<file path="src/tdb_pkg.sv">
// -----------------------------------------------------------------------------
// tdb_pkg
// Shared types and constants of the task demand bound pipeline.
// -----------------------------------------------------------------------------
package tdb_pkg;

   localparam int DATA_WIDTH = 32;
   localparam int SPAN_WIDTH = DATA_WIDTH + 1;
   localparam int DIV_STEPS = SPAN_WIDTH;
   localparam int PROD_WIDTH = 2 * DATA_WIDTH;
   localparam int CSR_INDEX_WIDTH = 2;

   localparam logic [CSR_INDEX_WIDTH-1:0] REG_EXEC_TIME = 2'd0;
   localparam logic [CSR_INDEX_WIDTH-1:0] REG_TASK_PERIOD = 2'd1;
   localparam logic [CSR_INDEX_WIDTH-1:0] REG_REL_DEADLINE = 2'd2;
   localparam logic [CSR_INDEX_WIDTH-1:0] REG_RESP_TIME = 2'd3;

   localparam logic [DATA_WIDTH-1:0] EXEC_TIME_RESET = 32'd1;
   localparam logic [DATA_WIDTH-1:0] TASK_PERIOD_RESET = 32'd1;
   localparam logic [DATA_WIDTH-1:0] REL_DEADLINE_RESET = 32'd0;
   localparam logic [DATA_WIDTH-1:0] RESP_TIME_RESET = 32'd0;

   typedef struct packed {
      logic [DATA_WIDTH-1:0] exec_time;
      logic [DATA_WIDTH-1:0] task_period;
      logic [DATA_WIDTH-1:0] deadline;
      logic [DATA_WIDTH-1:0] resp_time;
   } cfg_type;

   typedef struct packed {
      logic [DATA_WIDTH-1:0] rem;
      logic [SPAN_WIDTH-1:0] dq;
   } div_lane_type;

   typedef struct packed {
      logic         ge;
      div_lane_type lane_a;
      div_lane_type lane_b;
   } stage_type;

endpackage

</file>
<file path="src/tdb_back.sv">
// -----------------------------------------------------------------------------
// tdb_back
// Multiplies the job count by the execution time, rounds the job count
// up, and holds the finished result in the output register.
// -----------------------------------------------------------------------------
module tdb_back (
   input  logic                     clock,
   input  logic                     reset,
   input  logic                     advance,
   input  logic                     in_valid,
   input  tdb_pkg::stage_type       in_data,
   input  tdb_pkg::cfg_type         cfg,
   output logic                     out_valid,
   output logic [63:0]              demand,
   output logic [32:0]              max_jobs,
   output logic                     feasible,
   output logic                     period_zero
);
   import tdb_pkg::*;

   logic                  mul_valid_ff;
   logic                  mul_ge_ff;
   logic [PROD_WIDTH-1:0] prod_ff;
   logic [PROD_WIDTH-1:0] prod_in;
   logic [SPAN_WIDTH-1:0] jobs_ff;
   logic [SPAN_WIDTH-1:0] jobs_in;

   logic                  out_valid_ff;
   logic [PROD_WIDTH-1:0] demand_ff;
   logic [PROD_WIDTH-1:0] demand_in;
   logic [SPAN_WIDTH-1:0] max_jobs_ff;
   logic [SPAN_WIDTH-1:0] max_jobs_in;
   logic                  feasible_ff;
   logic                  feasible_in;
   logic                  period_zero_ff;
   logic                  period_zero_in;

   always_comb begin
      prod_in = in_data.lane_a.dq[DATA_WIDTH-1:0] * cfg.exec_time;
      jobs_in = in_data.lane_b.dq + {{(SPAN_WIDTH-1){1'b0}}, (in_data.lane_b.rem != '0)};
   end

   always_ff @(posedge clock) begin
      if (reset) begin
         mul_valid_ff <= 1'b0;
      end else if (advance) begin
         mul_valid_ff <= in_valid;
      end
   end

   always_ff @(posedge clock) begin
      if (advance) begin
         prod_ff <= prod_in;
         jobs_ff <= jobs_in;
         mul_ge_ff <= in_data.ge;
      end
   end

   always_comb begin
      period_zero_in = (cfg.task_period == '0);
      feasible_in = (cfg.deadline >= cfg.exec_time) && (cfg.task_period >= cfg.exec_time)
                    && (cfg.exec_time != '0);
      demand_in = (mul_ge_ff && !period_zero_in)
                  ? prod_ff + {{DATA_WIDTH{1'b0}}, cfg.exec_time} : '0;
      max_jobs_in = period_zero_in ? '0 : jobs_ff;
   end

   always_ff @(posedge clock) begin
      if (reset) begin
         out_valid_ff <= 1'b0;
      end else if (advance) begin
         out_valid_ff <= mul_valid_ff;
      end
   end

   always_ff @(posedge clock) begin
      if (advance) begin
         demand_ff <= demand_in;
         max_jobs_ff <= max_jobs_in;
         feasible_ff <= feasible_in;
         period_zero_ff <= period_zero_in;
      end
   end

   assign out_valid = out_valid_ff;
   assign demand = demand_ff;
   assign max_jobs = max_jobs_ff;
   assign feasible = feasible_ff;
   assign period_zero = period_zero_ff;

endmodule

</file>
<file path="config.mk">
export PLATFORM = sky130hd
export DESIGN_NAME = tdb_back
export DESIGN_NICKNAME = d
export VERILOG_FILES = /design/src/tdb_pkg.sv /design/src/tdb_back.sv
export SDC_FILE = /design/constraint.sdc
export NUM_CORES = 2
export LEC_CHECK = 0
export BUFFER_PORTS_ARGS = -buffer_cell sky130_fd_sc_hd__buf_2
export CAP_MARGIN = 20
export CORE_MARGIN = 8
export CORE_UTILIZATION = 50
export DETAILED_ROUTE_END_ITERATION = 10
export PLACE_DENSITY = 0.69
export SETUP_SLACK_MARGIN = 0.15
export SYNTH_ARGS = -nofsm -noshare
export SYNTH_HDL_FRONTEND = slang
export SYNTH_SLANG_ARGS = --single-unit
export TNS_END_PERCENT = 50
</file>
<file path="constraint.sdc">
create_clock -name clock -period 11.2 [get_ports clock]
set_clock_uncertainty 0.1 [all_clocks]
set_input_delay 2.24 -clock clock [delete_from_list [all_inputs] [get_ports clock]]
set_output_delay 2.24 -clock clock [all_outputs]
set_load 0.05 [all_outputs]
</file>
Word level (Yosys, flattened, before mapping)

Cells that the tools add are included.

Register bits: 199
Input bits: 263
Output and inout port bits: 100
Word-level logic and storage cells: 21

$add $sub $neg: 2
Multiply operators: 1
Order comparisons: 2
Reduce and logical (&&, ||, !) cells: 7

Operator list:

| kind                | number |
|---|---|
| $add A64 B32 Y64    | 1 |
| $ge A32 B32 Y1      | 2 |
| $mul A32 B32 Y64    | 1 |
| $reduce_bool A32 Y1 | 2 |
| $add A33 B1 Y33     | 1 |
| $logic_not A32 Y1   | 1 |
| $logic_and A1 B1 Y1 | 3 |
| $logic_not A1 Y1    | 1 |

Longest topological paths before layout

Depth after elaboration: 3
Mapped depth: 30
Mapped depth without buffers: 28

Worst setup path before layout

Ideal clock, no wire load.

Kind: input port to flip-flop
Start: input cfg[119] in the netlist's numbering
End: register prod_ff[60], data pin
Arrival: 8.867 ns
Data required time: 10.839 ns
Path slack: 1.972 ns
Stages: 25
Path buffers: 2
Cell sequence: clkbuf_1 > clkbuf_1 > nand2_1 > fa_1 > inv_1 > fa_1 > inv_1 > fa_1 > inv_1 > fa_1 > fa_1 > fa_1 > fa_1 > fa_1 > ha_1 > a21o_1 > o21bai_1 > a21o_1 > a221o_1 > a21o_1 > a41o_2 > a41oi_4 > o21a_1 > o21ai_2 > xor2_1

Word-level cells in the longest chain between the ends: 1

Ends and longest elaborated chain:

| element              | line           | source |
|---|---|---|
| start, declared      | tdb_back.sv:12 | `input tdb_pkg::cfg_type cfg,` |
| $mul A32 B32 Y64     | tdb_back.sv:39 | `prod_in = in_data.lane_a.dq[DATA_WIDTH-1:0] * cfg.exec_time;` |
| net prod_in[60]      | tdb_back.sv:24 | `logic [PROD_WIDTH-1:0] prod_in;` |
| end signal, assigned | tdb_back.sv:53 | `prod_ff <= prod_in;` |
| end, declared        | tdb_back.sv:23 | `logic [PROD_WIDTH-1:0] prod_ff;` |

The timed path passes the listed nets, and every way through them passes these cells.
A chain may end at the register's enable or synchronous reset.

Worst setup path after layout

Start: input cfg[104] in the netlist's numbering
End: register prod_ff[63], data pin

The elaborated chain is that of the path after synthesis.

==> flow_metrics.tcl <==
set metrics [dict create \
    tns_ps 0 \
    cts_resized 0 \
    nets 6259 \
    start_util 0.503 \
    area_growth_pct 7.09 \
    outcome "finished clean" \
    core_um2 88000 \
    layout_common_cells "fa_1 (897), inv_1 (892), and2_1 (601)" \
    numPortBuffers 297 \
    worst_slack_ps 979 \
    ant_nets 0 \
    clock-sinks 199 \
    final_util 0.538 \
    clk_latency_ps 460 \
    cts_tree "done" \
    worst_path_most_repeated_cell "fa_1" \
    vias 32500 \
    grt_pass1_wl_mm 197 \
    synth_edf_count 197 \
    place_hpwl_mm 98.2 \
    drc 0 \
    cp_data_arrival_time_ps 10330 \
    grt_pass1_vias 34400 \
    max_stage_delay_ps 720 \
    place_area_um2 46700 \
    relSlewSlack 0.222 \
    ioPinCount 363 \
    ys_seq_elements 199 \
    syn_avg_cell_area_um2 9.63 \
    max_freq_ghz 0.0978 \
    worstPathCellList "buf_2 > and2_1 > fa_1 > fa_1 > inv_1 > fa_1 > fa_1 > inv_1 > fa_1 > fa_1 > fa_1 > inv_1 > fa_1 > inv_1 > ha_1 > a21oi_1 > o21ai_0 > a221oi_1 > nand2_1 > o21ai_1 > o21ai_1 > or4_1 > a31oi_1 > xnor2_1" \
    async_flop_share 0 \
    synth_cell_type_count 80 \
    syn-num-nets 6111 \
    rsz0062_at_grt "no" \
    final_area_um2 47300 \
    cp-start-kind "primary input" \
    synth_ff_type "edfxtp_1" \
    crit_type "in -> reg" \
    place.gp.congestion 0.926 \
    mostFrequentLayoutCell "fa_1" \
    die-area_um2 98200 \
    root_buffer "clkbuf_16" \
    routed_wl_mm 125 \
    dp_slack_ps 608 \
    grt_overflow 0 \
    end_kind "register" \
    post-route-min-period_ps 10220 \
    drt_iter0_markers 2298 \
    hold_violations 0 \
    tightest_slew_ps 1170 \
    finalCritPeriodShare 0.913 \
    setup_viol 0 \
    postCtsHoldBufs 0 \
    drv_cap 0 \
    cts.clk_slew.worst_paths_ps 70 \
    detail_route.wl_per_cell_um 21.1 \
    syn_area_um2 44200 \
    ys_warn_count 0 \
    die_h_um 313 \
    grt_max_degree 112 \
    clock_path_buffers 2 \
    post_cts_buffers 0 \
    crit_slowest_cell "buf_2" \
    synthCells 4590 \
    drv_slew 0 \
    fp-row-count 109 \
    hold_path_class "reg -> reg" \
    die_w_um 313 \
    cp_max_fo 27 \
    cp.required_ps 11300 \
    cts_inserted_buffers 17 \
    ys_seq_area_frac 0.135 \
    layout-drive-gt1-share 0.0886 \
    dr.pass1.iters 5 \
    grt_usage 0.257 \
    grt_antenna_before_repair 4 \
    drt-vias-per-instance 5.50 \
    htreeDepth 4 \
]
==> metrics by stage <==
step                      instances  hold slack, ps
after floorplan                4590             360
after global placement         5882             376
after detailed placement       5882             391
after CTS                      5914             407
after global routing           5916             452
final                          5919             405
==> state kept, by name, indices dropped and copies added, names as in the netlist <==
| register | cells |
|---|---|
| period_zero | 1 |
| max_jobs | 33 |
| jobs_ff | 33 |
| out_valid | 1 |
| mul_ge_ff | 1 |
| prod_ff | 64 |
| mul_valid_ff | 1 |
| feasible | 1 |
| demand | 64 |
==> cells in the mapped netlist, types with 5 or more instances <==
cell type	instances	share of area
and2_1	601	0.085
a211oi_1	10	0.0017
o21a_1	11	0.0019
nor4_1	32	0.0045
and3_1	19	0.0027
o21bai_1	13	0.0022
a21oi_1	117	0.013
edfxtp_1	197	0.13
or4_1	9	0.0015
xor2_1	55	0.011
a31oi_1	16	0.0023
nor3_1	12	0.0014
nor2b_1	49	0.0069
fa_1	897	0.41
o31ai_1	5	0.00085
buf_2	7	0.00079
nand2_1	526	0.045
inv_1	892	0.076
nor2_1	92	0.0078
ha_1	361	0.10
o21ai_0	58	0.0066
o21ai_1	10	0.0011
nand3_1	35	0.0040
a21o_1	93	0.016
clkbuf_1	217	0.018
or2_2	12	0.0017
xnor2_1	74	0.015
nand2b_1	13	0.0018
nand4_1	54	0.0076
o211ai_1	11	0.0019
and4_1	8	0.0016
==> metal layers <==
metal | vias to the layer above | share of wire | GRT usage
li1 | 14400 | - | -
met1 | 16700 | 0.41 | 0.343
met2 | 1229 | 0.47 | 0.427
met3 | 222 | 0.075 | 0.0381
met4 | 0 | 0.041 | 0.0927
met5 | - | 0 | 0
==> path summary, 6_finish.rpt <==
| check | end | cells after the start | start | slack (ps) |
|---|---|---|---|---|
| setup / recovery | prod_ff[63] | 24 | cfg[104] | 980 |
| hold / removal | mul_valid_ff | 2 | mul_valid_ff | 410 |
| setup reg to reg | demand[63] | 11 | prod_ff[1] | 7260 |
| hold reg to reg | mul_valid_ff | 2 | mul_valid_ff | 410 |
==> cell families (layout without fill, tap and decap cells) <==
family / Yosys count / in the layout / share of synthesized area
compound gates: 393 / 393 / 0.0588
xor+xnor: 129 / 129 / 0.0256
fa+ha+maj: 1258 / 1258 / 0.508
buf+inv: 1120 / 1281 / 0.0956
flops: 199 / 199 / 0.135
mux: 4 / 4 / 0.000906
other cells: 0 / 3 / 0
simple gates: 1487 / 1487 / 0.176
==> area by class of cell <==
class	count	area, um2
Sequential cell	199	5960
Clock inverter	13	111
Multi-Input combinational cell	3271	34000
Timing Repair Buffer	357	1990
Inverter	892	3350
Clock buffer	19	433
Fill cell	7949	40600
Antenna cell	3	7.51
Tap cell	1165	1460
==> critical path: cells and delay by family <==
family	cells	cell delay (ps)
AOI/OAI and AO/OA	6	1720
xor gates and xnor gates	1	80
adders and majority gates	9	4450
buffers and inverters	5	910
and+or+nand+nor	3	910
Power is left out: the tool's default activity adds up to more than one toggle a clock period on the data nets, which glitch-free logic cannot reach.
