<file path="src/tdb_pkg.sv">
// -----------------------------------------------------------------------------
// tdb_pkg
// Shared types and constants of the task demand bound pipeline.
// -----------------------------------------------------------------------------
package tdb_pkg;

   localparam int DATA_WIDTH = 32;
   localparam int SPAN_WIDTH = DATA_WIDTH + 1;
   localparam int DIV_STEPS = SPAN_WIDTH;
   localparam int PROD_WIDTH = 2 * DATA_WIDTH;
   localparam int CSR_INDEX_WIDTH = 2;

   localparam logic [CSR_INDEX_WIDTH-1:0] REG_EXEC_TIME = 2'd0;
   localparam logic [CSR_INDEX_WIDTH-1:0] REG_TASK_PERIOD = 2'd1;
   localparam logic [CSR_INDEX_WIDTH-1:0] REG_REL_DEADLINE = 2'd2;
   localparam logic [CSR_INDEX_WIDTH-1:0] REG_RESP_TIME = 2'd3;

   localparam logic [DATA_WIDTH-1:0] EXEC_TIME_RESET = 32'd1;
   localparam logic [DATA_WIDTH-1:0] TASK_PERIOD_RESET = 32'd1;
   localparam logic [DATA_WIDTH-1:0] REL_DEADLINE_RESET = 32'd0;
   localparam logic [DATA_WIDTH-1:0] RESP_TIME_RESET = 32'd0;

   typedef struct packed {
      logic [DATA_WIDTH-1:0] exec_time;
      logic [DATA_WIDTH-1:0] task_period;
      logic [DATA_WIDTH-1:0] deadline;
      logic [DATA_WIDTH-1:0] resp_time;
   } cfg_type;

   typedef struct packed {
      logic [DATA_WIDTH-1:0] rem;
      logic [SPAN_WIDTH-1:0] dq;
   } div_lane_type;

   typedef struct packed {
      logic         ge;
      div_lane_type lane_a;
      div_lane_type lane_b;
   } stage_type;

endpackage

</file>
<file path="src/tdb_div_stage.sv">
// -----------------------------------------------------------------------------
// tdb_div_stage
// One restoring division step for both divider lanes, with its registers.
// -----------------------------------------------------------------------------
module tdb_div_stage (
   input  logic                     clock,
   input  logic                     reset,
   input  logic                     advance,
   input  logic [31:0]              divisor,
   input  logic                     in_valid,
   input  tdb_pkg::stage_type       in_data,
   output logic                     out_valid,
   output tdb_pkg::stage_type       out_data
);
   import tdb_pkg::*;

   function automatic div_lane_type div_step(input div_lane_type lane,
                                             input logic [DATA_WIDTH-1:0] dvs);
      div_lane_type          res;
      logic [SPAN_WIDTH-1:0] trial;
      logic [SPAN_WIDTH-1:0] diff;
      logic                  take;
      trial = {lane.rem, lane.dq[SPAN_WIDTH-1]};
      diff = trial - {1'b0, dvs};
      take = (trial >= {1'b0, dvs});
      res.rem = take ? diff[DATA_WIDTH-1:0] : trial[DATA_WIDTH-1:0];
      res.dq = {lane.dq[SPAN_WIDTH-2:0], take};
      return res;
   endfunction

   logic      valid_ff;
   stage_type data_ff;
   stage_type data_in;

   always_comb begin
      data_in.ge = in_data.ge;
      data_in.lane_a = div_step(in_data.lane_a, divisor);
      data_in.lane_b = div_step(in_data.lane_b, divisor);
   end

   always_ff @(posedge clock) begin
      if (reset) begin
         valid_ff <= 1'b0;
      end else if (advance) begin
         valid_ff <= in_valid;
      end
   end

   always_ff @(posedge clock) begin
      if (advance) begin
         data_ff <= data_in;
      end
   end

   assign out_valid = valid_ff;
   assign out_data = data_ff;

endmodule

</file>
<file path="config.mk">
export PLATFORM = sky130hd
export DESIGN_NAME = tdb_div_stage
export DESIGN_NICKNAME = d
export VERILOG_FILES = /design/src/tdb_pkg.sv /design/src/tdb_div_stage.sv
export SDC_FILE = /design/constraint.sdc
export NUM_CORES = 1
export LEC_CHECK = 0
export ABC_AREA = 1
export ABC_CLOCK_PERIOD_IN_PS = 4700
export BUFFER_PORTS_ARGS = -buffer_cell sky130_fd_sc_hd__buf_2
export CAP_MARGIN = 20
export CELL_PAD_IN_SITES_DETAIL_PLACEMENT = 1
export CELL_PAD_IN_SITES_GLOBAL_PLACEMENT = 2
export CORE_MARGIN = 4
export CORE_UTILIZATION = 31
export CTS_CLUSTER_DIAMETER = 40
export DETAILED_ROUTE_END_ITERATION = 7
export PLACE_DENSITY = 0.95
export SLEW_MARGIN = 15
export SYNTH_ARGS = -nofsm -noshare
export SYNTH_HDL_FRONTEND = slang
export SYNTH_SLANG_ARGS = --single-unit
export TNS_END_PERCENT = 30
</file>
<file path="constraint.sdc">
create_clock -name clock -period 4.7 [get_ports clock]
set_input_delay 0.235 -clock clock [delete_from_list [all_inputs] [get_ports clock]]
set_output_delay 0.235 -clock clock [all_outputs]
set_load 0.02 [all_outputs]
</file>
; ---- Yosys cells after proc, flatten, opt, wreduce, memory -nomap -nowiden
; Index checks and enable logic that the tools add are counted.
; W data, S select, Z words.
[classes]
muxes = 2
n_lt_le_gt_ge = 2
add_sub_neg = 2
[ops]
columns = operator, n
row1 = $ge A33 B32 Y1, 2
row2 = $mux W32, 2
row3 = $sub A32 B32 Y32, 2
[totals]
output_inout_bits = 132
elab_cells = 12
input_bits = 167
reg_bits = 132

; ---- Logic depth before layout (Yosys ltp)
[logic_depth]
ltp_word = 2
mapped_depth = 16

; ---- Least setup slack after synthesis
; No wires, ideal clock.
[synth_path]
kind = in2reg
startpoint = input divisor[2]
endpoint = register data_ff, in the netlist out_data[53], data pin
required_ns = 4.448
slack_ns = 2.816
t_arrival_ns = 1.631
stages = 16
cell_sequence = inv_1 ha_1 buf_2 nand2_1 nand2_1 nand2_1 nand3_1 nand2_1 nand3_2 nand2_1 nand2_1 nand2_4 nand2_8 buf_8 nand2_1 nand2_1
[synth_lines]
columns = element, line_no
row1 = "start, declared", tdb_div_stage.sv:9  ; input logic [31:0] divisor,
row2 = "end signal, assigned", tdb_div_stage.sv:51  ; data_ff <= data_in;
row3 = "end, declared", tdb_div_stage.sv:32  ; stage_type data_ff;

==> results.txt <==
----------------------------------------------------
[Outcome]
  Result of the run ... finished, final reports clean

[Yosys]
  Number of synthesized flops with an enable pin ... 131
  Share of cell area taken by muxes after synthesis ... 0.09632%
  Post-synthesis cell type with the largest combined area ... sky130_fd_sc_hd__edfxtp_1
  Number of storage elements in the synthesis netlist ... 132
  Total number of yosys warnings ... 0
  Parity-gate share of the synthesized area counting xor and xnor cells ... 2.360%
  Synth Area in Simple Gates ... 36.80%
  Largest cells by area after synthesis ... sky130_fd_sc_hd__edfxtp_1 38%, sky130_fd_sc_hd__nand2_1 22%, sky130_fd_sc_hd__inv_1 11%
  Most instantiated cells after synthesis ... 615 x sky130_fd_sc_hd__nand2_1, 295 x sky130_fd_sc_hd__inv_1, 131 x sky130_fd_sc_hd__edfxtp_1
  Sequential cell area fraction in the yosys report ... 38.04%
  Main combinational cell family by area after synthesis ... simple AND/OR/NAND/NOR gates
  Adder-cell share of the synthesized area ... 8.091%
  Cells after Synth ... 1489
  Synthesized-area fraction occupied by ao, oa, aoi and oai cells ... 2.035%
  Count of distinct cell types in the synthesized netlist ... 37
  Most common cell in the netlist ... sky130_fd_sc_hd__nand2_1
  Area share of the largest cell type after synthesis ... 37.85%
  Async S/R FF share, synth ... 0%
  Mean area per synthesized cell ... 6.979 um2
  Top FF cell, synth ... sky130_fd_sc_hd__edfxtp_1
  Synthesized Nets ... 1722
  Mapped cell area ... 0.01039 mm2

[Global route]
  Grt peak-use layer ... met2
  Met2 Use GR ... 42.46%
  Global routing met3 resource utilization ... 3.324%
  Overall track demand over capacity in global routing ... 22.63%
  Global-route wire length before repair ... 63390 um
  Antenna violations before repair ... 0
  Sum of overflow across all layers after global routing ... 0
  Global routing usage on met1 ... 26.04%
  Maximum number of pins on one net before global-route repair ... 82
  Via count of the first global-routing pass ... 11410

[Setup path]
  Critical R2R Capture ... out_valid
  Number of buffers and inverters on the critical path ... 2
  Data arrival time of the critical path ... 2740 ps
  Worst R2R Start ... out_valid
  Worst-case register-to-register setup slack ... 4120 ps
  Slowest cell on crit path ... sky130_fd_sc_hd__nor2_4
  Cell family with most CP delay ... simple AND/OR/NAND/NOR gates
  Type of element launching the critical path ... input pin
  CP Data Required Time ... 4880 ps
  Critical path class ... input pin to flop
  Largest stage delay, worst path ... 670 ps
  Cell seen most often among critical-path stages ... sky130_fd_sc_hd__nand2_1
  Cell depth of the worst setup path ... 13
  Maximum fanout count along the critical path ... 33
  Cell count of the worst reg-to-reg path ... 2
  Cells along the critical path ... buf_2 -> inv_1 -> ha_1 -> nand2_1 -> nor2_1 -> nand2_1 -> nor2_2 -> nand3_1 -> nand3_1 -> nor2_4 -> nand2_8 -> nand2_1 -> nand2_1
  Crit. End Element ... flop

[Power and ir drop]
  Worst vdd ir ... 0.0002422 V
  Proportion of power drawn by the clock network ... 32.9%
  P per Cell Area ... 313.0 mW/mm2
  Leakage dissipation ... 7.497 nW
  Combinational cell fraction of total power ... 31.4%
  Relative contribution of sequential cells to total power ... 35.7%
  Power Internal ... 2.662 mW
  Switching power share of the total ... 37.06%
  Power dissipated by switching net loads ... 1.567 mW

[Clock network]
  Clock Tree Root ... sky130_fd_sc_hd__clkbuf_16
  Clock latency on the worst-skew pair ... 420 ps
  Clk slew on worst S/H paths ... 60 ps
  CTS tree ... yes
  H-tree levels ... 4
  Setup fix buffers added after clock tree synthesis ... 0
  Hold bufs inserted after CTS ... 64
  Clock sinks ... 132
  Number of buffers on the longest clock path ... 2
  Number of buffers inserted during clock tree synthesis ... 17
  Quantity of gates resized following cts ... 0

[Min path]
  Beginning of the worst hold path ... in_data[130]
  Min-Delay Endpoint ... out_data[130]
  Hold crit path type ... input pin to flop
  Number of cells traversed by the worst hold path ... 1

[STA]
  RSZ-0062 raised after global routing ... false
  Max Clk Rate ... 0.3910 GHz
  Share of the cycle needed by the critical path after routing ... 54.42%
  Min Clock Period, post-route ... 2558 ps
  Layout Skew ... 0 ps
  Relative max-transition margin ... 40.64%
  Count of endpoints failing hold in the final timing report ... 0
  Max-slew violations ... 0
  Setup Viol. Count Final ... 0
  Worst-margin pin slew ... 888.3 ps
  Final setup slack of the worst path ... 2142 ps
  Setup TNS after final layout ... 0 ps
  Final hold slack ... 27.94 ps

[Route]
  DRC violations left ... 0
  Count of vias placed by the detailed router ... 10700
  First-pass detailed-route iteration total ... 6
  Post-detailed-routing wire length ... 41810 um
  Via count normalized by instance count ... 4.636
  Post-detailed-route count of antenna-violating nets ... 0
  Wire length per cell ... 18.11 um
  Iteration-0 DRC count of the detailed router ... 358

[Layout]
  Number of nets in the finished design ... 2087
  Ratio of cells with drive above 1 in the final layout ... 20.84%
  Antenna diode count ... 0
  Area overhead of the layout relative to synthesis ... 30.05%

[Die]
  Horizontal die dimension ... 191.1 um
  Initial core utilization ... 31.70%
  Die Ht ... 191.1 um
  Area of the core ... 0.03278 mm2
  # rows ... 66
  Die area ... 0.03652 mm2
  Boundary Pins ... 299

[Placed design]
  Port-buffer cells ... 298
  Post-DP HPWL ... 33850 um
  Worst slack, placed ... 1630 ps
  GPL Wtd Cong ... 0.8805

[Flow run]
  Maximum Capacitance Violations ... 0

----------------------------------------------------
## area by class of cell
cell class	count	area, um2
Clock inverter	15	165.2
Sequential cell	132	3954
Timing Repair Buffer	365	2163
Tap cell	442	553.0
Fill cell	4232	19270
Inverter	299	1122
Clock buffer	17	425.4
Multi-Input combinational cell	1039	5132
## kinds of logic after synthesis
kind of cell | Yosys count
xor+xnor | 28
compound gates | 40
fa+ha+maj | 66
simple gates | 904
buf+inv | 318
flops | 132
mux | 1
## state kept, by name (all words and copies together) (netlist names)
name       count
out_valid      1
out_data     131
## layer usage
layer,wire length (um),up-vias
li1,-,5325
met1,17240,5040
met2,21290,282
met3,1834,57
met4,1450,0
met5,0,-
## layout by cell type, fill, tap and decap left out, drive strengths merged
| cell type | n |
|---|---|
| a21oi | 37 |
| edfxtp | 131 |
| o21bai | 2 |
| nor3 | 18 |
| nand3b | 3 |
| clkinvlp | 4 |
| xor2 | 26 |
| dlygate4sd3 | 65 |
| and2 | 9 |
| clkinv | 1 |
| nand2 | 648 |
| inv | 308 |
| bufinv | 1 |
| dfxtp | 1 |
| mux2i | 1 |
| a21o | 1 |
| or2 | 1 |
| buf | 300 |
| nor2 | 88 |
| nor3b | 1 |
| ha | 64 |
| xnor2 | 2 |
| fa | 2 |
| clkbuf | 17 |
| nand3 | 127 |
| nand4 | 9 |
## worst register-to-register path, cell delays in order (launching register included)
cell and delay, ps:
sky130_fd_sc_hd__dfxtp_1 310, sky130_fd_sc_hd__mux2i_1 120, sky130_fd_sc_hd__nor2_1 50
## through the flow
| step | cell area, um2 | power [mW] | std cells | utilization, % |
|---|---|---|---|---|
| after global routing | 13520 | 4.488 | 2309 | 41.23 |
| after detailed placement | 12270 | 2.826 | 2212 | 37.44 |
| after floorplan | 10390 | 2.347 | 1489 | - |
| after CTS | 13510 | 4.279 | 2308 | 41.20 |
| after global placement | 12270 | 2.800 | 2212 | 37.44 |
| final | 13520 | 4.230 | 2309 | 41.23 |
## power groups by stage
stage	combinational, mW	clock [mW]	sequential (mW)
floorplan	0.648	0	1.70
global placement	1.27	0	1.53
detailed placement	1.29	0	1.53
CTS	1.34	1.43	1.51
global route	1.49	1.48	1.52
finish	1.33	1.39	1.51
## worst max path at each step
stage / slack (ps) / startpoint / endpoint
after floorplan: 2820 / divisor[2] / out_data[53]
after global placement: 1690 / divisor[28] / out_data[58]
after detailed placement: 1630 / divisor[28] / out_data[63]
after CTS: 2080 / divisor[28] / out_data[63]
after global routing: 1940 / divisor[28] / out_data[64]
final: 2140 / divisor[21] / out_data[61]
(Power assumes the default switching activity.)
