--- config.mk ---
export PLATFORM = sky130hd
export DESIGN_NAME = tdb_front
export DESIGN_NICKNAME = d
export VERILOG_FILES = /design/src/tdb_pkg.sv /design/src/tdb_front.sv
export SDC_FILE = /design/constraint.sdc
export NUM_CORES = 1
export LEC_CHECK = 0
export ABC_AREA = 1
export BUFFER_PORTS_ARGS = -buffer_cell sky130_fd_sc_hd__buf_2
export CAP_MARGIN = 20
export CORE_AREA = 2 2 134 136
export CTS_CLUSTER_SIZE = 14
export DETAILED_ROUTE_END_ITERATION = 12
export DIE_AREA = 0 0 136 138
export PLACE_DENSITY_LB_ADDON = 0.25
export SETUP_SLACK_MARGIN = 0.1
export SLEW_MARGIN = 10
export SYNTH_ARGS = -nofsm -noshare
export SYNTH_HDL_FRONTEND = slang
export SYNTH_SLANG_ARGS = --single-unit
--- constraint.sdc ---
create_clock -name clock -period 4.3 [get_ports clock]
set_input_delay 0.215 -clock clock [delete_from_list [all_inputs] [get_ports clock]]
set_output_delay 0.215 -clock clock [all_outputs]
set_load 0.02 [all_outputs]
--- src/tdb_pkg.sv ---
// -----------------------------------------------------------------------------
// tdb_pkg
// Shared types and constants of the task demand bound pipeline.
// -----------------------------------------------------------------------------
package tdb_pkg;

   localparam int DATA_WIDTH = 32;
   localparam int SPAN_WIDTH = DATA_WIDTH + 1;
   localparam int DIV_STEPS = SPAN_WIDTH;
   localparam int PROD_WIDTH = 2 * DATA_WIDTH;
   localparam int CSR_INDEX_WIDTH = 2;

   localparam logic [CSR_INDEX_WIDTH-1:0] REG_EXEC_TIME = 2'd0;
   localparam logic [CSR_INDEX_WIDTH-1:0] REG_TASK_PERIOD = 2'd1;
   localparam logic [CSR_INDEX_WIDTH-1:0] REG_REL_DEADLINE = 2'd2;
   localparam logic [CSR_INDEX_WIDTH-1:0] REG_RESP_TIME = 2'd3;

   localparam logic [DATA_WIDTH-1:0] EXEC_TIME_RESET = 32'd1;
   localparam logic [DATA_WIDTH-1:0] TASK_PERIOD_RESET = 32'd1;
   localparam logic [DATA_WIDTH-1:0] REL_DEADLINE_RESET = 32'd0;
   localparam logic [DATA_WIDTH-1:0] RESP_TIME_RESET = 32'd0;

   typedef struct packed {
      logic [DATA_WIDTH-1:0] exec_time;
      logic [DATA_WIDTH-1:0] task_period;
      logic [DATA_WIDTH-1:0] deadline;
      logic [DATA_WIDTH-1:0] resp_time;
   } cfg_type;

   typedef struct packed {
      logic [DATA_WIDTH-1:0] rem;
      logic [SPAN_WIDTH-1:0] dq;
   } div_lane_type;

   typedef struct packed {
      logic         ge;
      div_lane_type lane_a;
      div_lane_type lane_b;
   } stage_type;

endpackage

--- src/tdb_front.sv ---
// -----------------------------------------------------------------------------
// tdb_front
// Input stage: forms the offset past the deadline and the span with the
// response time, and loads both as dividends of the divider lanes.
// -----------------------------------------------------------------------------
module tdb_front (
   input  logic                     clock,
   input  logic                     reset,
   input  logic                     advance,
   input  logic                     in_valid,
   input  logic [31:0]              interval,
   input  tdb_pkg::cfg_type         cfg,
   output logic                     out_valid,
   output tdb_pkg::stage_type       out_data
);
   import tdb_pkg::*;

   logic            valid_ff;
   logic            valid_in;
   stage_type       data_ff;
   stage_type       data_in;
   logic            ge;
   logic [DATA_WIDTH-1:0] offset;
   logic [SPAN_WIDTH-1:0] span;

   always_comb begin
      ge = (interval >= cfg.deadline);
      offset = ge ? (interval - cfg.deadline) : '0;
      span = {1'b0, interval} + {1'b0, cfg.resp_time};
      data_in.ge = ge;
      data_in.lane_a.rem = '0;
      data_in.lane_a.dq = {1'b0, offset};
      data_in.lane_b.rem = '0;
      data_in.lane_b.dq = span;
      valid_in = in_valid;
   end

   always_ff @(posedge clock) begin
      if (reset) begin
         valid_ff <= 1'b0;
      end else if (advance) begin
         valid_ff <= valid_in;
      end
   end

   always_ff @(posedge clock) begin
      if (advance) begin
         data_ff <= data_in;
      end
   end

   assign out_valid = valid_ff;
   assign out_data = data_ff;

endmodule

# ---- After elaboration in Yosys (flattened, before gate mapping)
# Cells that the tools add are included.
dict set report totals {
  regBits 67
}
dict set report op_classes {
  n_addsub 2
  n_lt_le_gt_ge 1
}
# cell count
set op_table {}
lappend op_table {{32-bit by 32-bit adder with 33-bit output} 1}
lappend op_table {{32-bit >= comparator} 1}
lappend op_table {{32-bit subtractor} 1}

# ---- Depth between registers and ports, before layout
# Gate-level depths: netlist of run 1.
dict set report depth {
  ltp_word 1
  ltp_mapped 15
  ltp_nobuf 14
}

# ---- Worst setup path before layout of run 1
# Ideal clock, no wire load.
dict set report synth_path {
  path_type {input to register}
  start {input interval[0]}
  end {register data_ff, in the netlist out_data[93] (data pin)}
  arrival_time_ns 1.612
  required_time_ns 4.044
  path_slack_ns 2.432
  cell_stages 12
  path_cell_list {inv_1 -> ha_1 -> fa_1 -> inv_1 -> nand2_1 -> nand2_1 -> and2_1 -> nand2_1 -> nand3_1 -> nand2_1 -> a21oi_1 -> nor2_2}
}
dict set report synth_between {
  elab_chain_cells 1
  word_cells_on_any_way 2
  classes_between {add/sub (1); order compare (1)}
}
# item line_no
set synth_rtl {}
lappend synth_rtl {{start: declaration} tdb_front.sv:11} ;# input logic [31:0] interval,
lappend synth_rtl {{32-bit subtractor or 32-bit >= comparator (tied branches)} {tdb_front.sv:28, tdb_front.sv:27}}
lappend synth_rtl {{end signal: assignment} tdb_front.sv:48} ;# data_ff <= data_in;
lappend synth_rtl {{end: declaration} tdb_front.sv:20} ;# stage_type data_ff;
# Parallel ways exist; a longest one is shown, timed or not.
# A chain may end at the register's enable or synchronous reset.

# ---- Worst setup path in the final report of run 1
dict set report layout_path {
  start {input interval[0]}
  end {register data_ff, in the netlist out_data[66] (data pin)}
}
# Same word-level chain as after synthesis.

==> flow_metrics.env, run 1 <==
export IMPL_cts_sinks=67
export IMPL_clock_fmax_mhz=494
export IMPL_dr_pass1_iters=4
export IMPL_cts_path_max_buffers=2
export IMPL_synth_flop_cell="edfxtp_1"
export IMPL_dp_cells=1557
export IMPL_yosysMostFrequentCell="nand2_1"
export IMPL_skew_ns=0
export IMPL_powerDensity_mw_per_mm2=301
export IMPL_synth_edff_count=66
export IMPL_drtIter0Drc=333
export IMPL_grt_pass1_vias=6707
export IMPL_cap_violations=0
export IMPL_cts_inserted_buffers=9
export IMPL_path_max_fanout=21
export IMPL_holdWs_ns=0.0243
export IMPL_rsz0062_at_grt="false"
export IMPL_via_per_inst=4.54
export IMPL_nNetsFinal=1569
export IMPL_die_area_mm2=0.0188
export IMPL_ys_warn_count=0
export IMPL_synthTopCellsByCount="nand2_1 (388), inv_1 (239), nor2_1 (87)"
export IMPL_setup_violations=0
export IMPL_cp_data_arrival_time_ns=2.23
export IMPL_h_tree_depth=3
export IMPL_clk_pin_slew_ns=0.05
export IMPL_io_buffers=166
export IMPL_wl_met2_mm=10.4
export IMPL_synth_cell_type_count=33
export IMPL_synth_area_leaders="edfxtp_1 (26%), nand2_1 (19%), inv_1 (12%)"
export IMPL_async_flop_share_pct=0
export IMPL_status="finished, final reports clean"
export IMPL_synth_top_area_cell="edfxtp_1"
export IMPL_postLayoutCoreUtil_pct=49.8
export IMPL_place_congestion=0.931
export IMPL_die_width_um=136
export IMPL_areaGrowthSynthToFinish_pct=14.6
export IMPL_path_class="in2reg"
export IMPL_end_kind="flop"
export IMPL_antenna_found_initial=3
export IMPL_cts_root_buf="clkbuf_16"
export IMPL_cp_start_kind="input pin"
export IMPL_die_height_um=138
export IMPL_worstMarginPinSlew_ns=0.956
export IMPL_io_pins=296
export IMPL_ant_nets=0
export IMPL_grt_max_degree=39
export IMPL_synth_seq_cells=67
export IMPL_drive_gt1_share_pct=17.7
export IMPL_relSlewSlack_pct=36.3
export IMPL_top_layer_used="met4"
export IMPL_grt_remaining_overflow=0
export IMPL_wirelength_mm=20.4
export IMPL_drc=0
export IMPL_dpl_hpwl_mm=17.6
export IMPL_met1_length_mm=8.64
export IMPL_layout_cells_non_filler=1575
export IMPL_vias=7158
export IMPL_avgSynthCellArea_um2=6.54
export IMPL_synth_cells=1165
export IMPL_core_area_mm2=0.0175
export IMPL_post_cts_buffers=0
export IMPL_period_minus_slack_ns=2.02
export IMPL_cts_resized=0
export IMPL_initial_utilization_pct=43.4
export IMPL_crit_required_ns=4.50
export IMPL_clkLatencyLatePin_ns=0.34
export IMPL_ir_drop_v=0.000197
export IMPL_cts_tree="done"
export IMPL_p_leak_nw=5.11
export IMPL_grt_usage_pct=21.9
export IMPL_fillers=1907
export IMPL_finalCritPeriodShare_pct=47.1
export IMPL_worstHoldPathType="in2reg"
export IMPL_grt_pass1_wl_mm=32.1
export IMPL_tns_ns=0
export IMPL_hold_viol=0
export IMPL_floorplan_rows=49
export IMPL_wl_per_cell_um=13.0
export IMPL_met3_length_um=713
export IMPL_drv_slew=0
export IMPL_syn_area_mm2=0.00762
export IMPL_synth_top_cell_area_share_pct=26.0
export IMPL_cts_hold_buf=0
export IMPL_ys_seq_area_share_pct=26.3
[placed cells by master (no fill, tap or decap), types with 4 or more instances in the layout]
cell type and instances:
inv_2 13, nor2_2 11, diode_2 4, ha_1 64
a21oi_1 57, clkbuf_16 9, nand2_2 12, conb_1 65
and2_1 4, nand3_2 9, nand2_1 388, o21ai_0 19
nand4_1 7, edfxtp_1 66, nand3b_1 4, inv_1 239
buf_2 166, nor3_1 9, nor2_1 87, xor2_1 31
o21bai_1 7, nand3_1 47, nor2_4 11
[critical path, stage by stage]
cell and delay (ns):
buf_2 0.09, inv_1 0.04, ha_1 0.21, fa_1 0.40, inv_1 0.12, nand2_1 0.06
nand2_1 0.08, nand3_1 0.09, nand2_2 0.11, nand2_1 0.09, nand3_2 0.07, nand2_2 0.06
nand2_4 0.27, inv_4 0.20, nor2_1 0.12
[path summary, 6_finish.rpt]
| path | from | endpoint | slack (ns) | cells past startpoint |
|---|---|---|---|---|
| min reg2reg | out_valid | out_valid | 0.49 | 2 |
| min | reset | out_valid | 0.02 | 2 |
| max reg2reg | out_valid | out_valid | 3.73 | 2 |
| max | interval[0] | out_data[66] | 2.28 | 15 |
[sequential cells by signal, summed over array words and instances (netlist names)]
name and flops:
out_data 66, out_valid 1
[where the power goes]
group          total, mW  switching (mW)  internal [mW]
sequential         0.858          0.0195          0.838
clock              0.713           0.276          0.438
combinational       1.05           0.714          0.337
[routing by layer]
metal	vias to the layer above	track usage, %
li1	3797	-
met1	3149	26.1
met2	175	39.8
met3	37	1.87
met4	0	9.32
met5	-	0
[metrics by stage]
stage / cell area [um^2] / worst slack [ns] / power (mW)
floorplan: 7860 / 2.43 / 1.67
global placement: 8440 / 1.94 / 1.92
detailed placement: 8440 / 1.89 / 1.92
CTS: 8720 / 2.25 / 2.64
global route: 8720 / 2.03 / 2.80
finish: 8730 / 2.28 / 2.62
[cells by family after synthesis]
logic type	count (synthesis)	synth area share (%)
AO/OA/AOI/OAI	86	6.00
XOR/XNOR	31	3.56
adder cells (fa/ha/maj)	66	11.0
buffers and inverters	322	19.6
flip-flops	67	26.3
multiplexers	1	0.131
other	1	0.0492
AND/OR/NAND/NOR	591	33.3
[cell type report]
cell class | count | area, um^2 | share of cell area (%)
Sequential cell | 67 | 2000 | 22.9
Antenna cell | 4 | 10.0 | 0.115
Clock inverter | 4 | 43.8 | 0.502
Timing Repair Buffer | 167 | 838 | 9.61
Clock buffer | 10 | 229 | 2.62
Inverter | 254 | 956 | 11.0
Tap cell | 229 | 287 | 3.28
Multi-Input combinational cell | 840 | 4360 | 50.0
Power figures use the tool's default switching activity.
==> run 2: changes to the inputs <==
==> constraint.sdc (replaced) <==
create_clock -name clock -period 1.6 [get_ports clock]
set_input_delay 0.08 -clock clock [delete_from_list [all_inputs] [get_ports clock]]
set_output_delay 0.08 -clock clock [all_outputs]
set_load 0.02 [all_outputs]
==> flow_metrics.env, run 2 (synthesized netlist as in run 1, its figures left out) <==
export IMPL_areaGrowthSynthToFinish_pct=40.9
export IMPL_worstHoldPathType="in2reg"
export IMPL_path_max_fanout=4
export IMPL_dpl_hpwl_mm=18.8
export IMPL_finalWorstSetupSlack_ns=0.112
export IMPL_core_area_mm2=0.0175
export IMPL_critPathMostFrequentCell="nand2_1"
export IMPL_cts_sinks=67
export IMPL_place_congestion=0.928
export IMPL_antenna_found_initial=0
export IMPL_cts_tree="done"
export IMPL_powerDensity_mw_per_mm2=745
export IMPL_hold_path_depth=2
export IMPL_wl_per_cell_um=13.5
export IMPL_die_height_um=138
export IMPL_final_cell_mix="nand2_1 (340), inv_1 (230), buf_2 (164)"
export IMPL_slowest_stage="ha_4"
export IMPL_rsz0062_at_grt="true"
export IMPL_drive_gt1_share_pct=36.0
export IMPL_grt_util_met2_pct=41.6
export IMPL_finalCritPeriodShare_pct=93.0
export IMPL_dr_pass1_iters=5
export IMPL_comb_power_share_pct=47.1
export IMPL_skew_ns=0
export IMPL_io_buffers=166
export IMPL_hold_viol=0
export IMPL_grt_pass1_wl_mm=34.5
export IMPL_grt_max_degree=68
export IMPL_clock_fmax_mhz=672
export IMPL_ant_nets=0
export IMPL_drc=0
export IMPL_critical_path_cell_chain="buf_2 > inv_1 > ha_4 > buf_4 > nand2_1 > nor2_2 > nand2_1 > nor2_1 > nand2_1 > nand3_1 > nand2_1 > nand3_2 > inv_2"
export IMPL_grt_usage_pct=23.5
export IMPL_grt_use_met1_pct=28.1
export IMPL_postLayoutCoreUtil_pct=61.2
export IMPL_cap_violations=0
export IMPL_die_width_um=136
export IMPL_slowest_delay_ns=0.28
export IMPL_crit_required_ns=1.71
export IMPL_wirelength_mm=23.1
export IMPL_floorplan_rows=49
export IMPL_initial_utilization_pct=43.4
export IMPL_status="finished, final reports clean"
export IMPL_nNetsFinal=1718
export IMPL_cts_inserted_buffers=9
export IMPL_pre_cts_ws_ns=-0.308
export IMPL_cp_top_family="simple AND/OR/NAND/NOR gates"
export IMPL_tns_ns=0
export IMPL_path_buf_inv=4
export IMPL_fillers=1676
export IMPL_cts_root_buf="clkbuf_16"
export IMPL_power_share_clock_pct=23.8
export IMPL_layout_cells_non_filler=1719
export IMPL_met3_usage_pct=3.08
export IMPL_grt_remaining_overflow=0
export IMPL_p_leak_nw=5.92
export IMPL_clkLatencyLatePin_ns=0.34
export IMPL_dp_cells=1698
export IMPL_via_per_inst=4.58
export IMPL_largest_reg_flops=66
export IMPL_ir_drop_v=0.000564
export IMPL_final_common_cell="nand2_1"
export IMPL_die_area_mm2=0.0188
export IMPL_multi_input_area_mm2=0.00516
export IMPL_clk_pin_slew_ns=0.05
export IMPL_period_minus_slack_ns=1.49
export IMPL_cp_data_arrival_time_ns=1.59
export IMPL_rr_worst_depth=3
export IMPL_switching_share_pct=38.3
export IMPL_h_tree_depth=3
export IMPL_end_kind="flop"
export IMPL_cp_start_kind="input pin"
export IMPL_seq_area_mm2=0.00200
export IMPL_internal_power_mw=4.93
export IMPL_diodes=0
export IMPL_p_seq_share_pct=29.1
export IMPL_grt_pass1_vias=7436
export IMPL_p_switching_mw=3.06
export IMPL_drv_slew=0
export IMPL_setup_violations=0
export IMPL_crit_cells=13
export IMPL_io_pins=296
export IMPL_path_class="in2reg"
export IMPL_holdWs_ns=0.0564
export IMPL_cts_path_max_buffers=2
export IMPL_gr_max_usage_layer="met2"
export IMPL_vias=7880
export IMPL_drtIter0Drc=452
run 2: final timing paths:
path,from,end,slack (ns)
worst min register to register,out_valid,out_valid,1.03
worst max register to register,out_valid,out_valid,0.48
worst min-delay path,cfg[0],out_data[0],0.06
worst max-delay path,cfg[54],out_data[88],0.11
run 2: layer usage:
metal	part of all wire, %	vias up
li1	-	4084
met1	41	3502
met2	51	244
met3	4.9	50
met4	3.5	0
met5	0	-
run 2: layout make-up:
class / instances / area share [%]
Multi-Input combinational cell: 840 / 48.1
Tap cell: 229 / 2.67
Clock inverter: 4 / 0.420
Inverter: 254 / 9.00
Timing Repair Buffer: 316 / 19.1
Sequential cell: 67 / 18.7
Clock buffer: 9 / 2.10
run 2: repair_timing:
item                                   CTS  global route
gates resized for setup                 15           137
pin swaps                                1            26
setup buffers                            1             4
gates cloned                             0             1
setup endpoints to repair               32            53
endpoints found under the hold margin    1             0
hold buffers                             2             0
run 2: power groups by stage:
stage	clock network [mW]	logic (mW)	registers, mW
finish	1.90	3.77	2.33
global route	2.01	4.11	2.35
CTS	1.93	3.46	2.33
detailed placement	0	3.41	2.36
global placement	0	3.37	2.36
floorplan	0	1.90	2.67
run 2: worst register-to-register path, stage by stage, from the launching register on:
cell,delay [ns]
dfxtp_1,0.30
mux2i_1,0.12
nor2_1,0.05
dlygate4sd3_1,0.54
run 2: per-stage QoR:
stage	total power, mW	cell area [um^2]
after floorplan	4.57	8070
after global placement	5.73	9760
after detailed placement	5.77	9760
after CTS	7.72	10100
after global routing	8.46	10700
final	8.00	10700
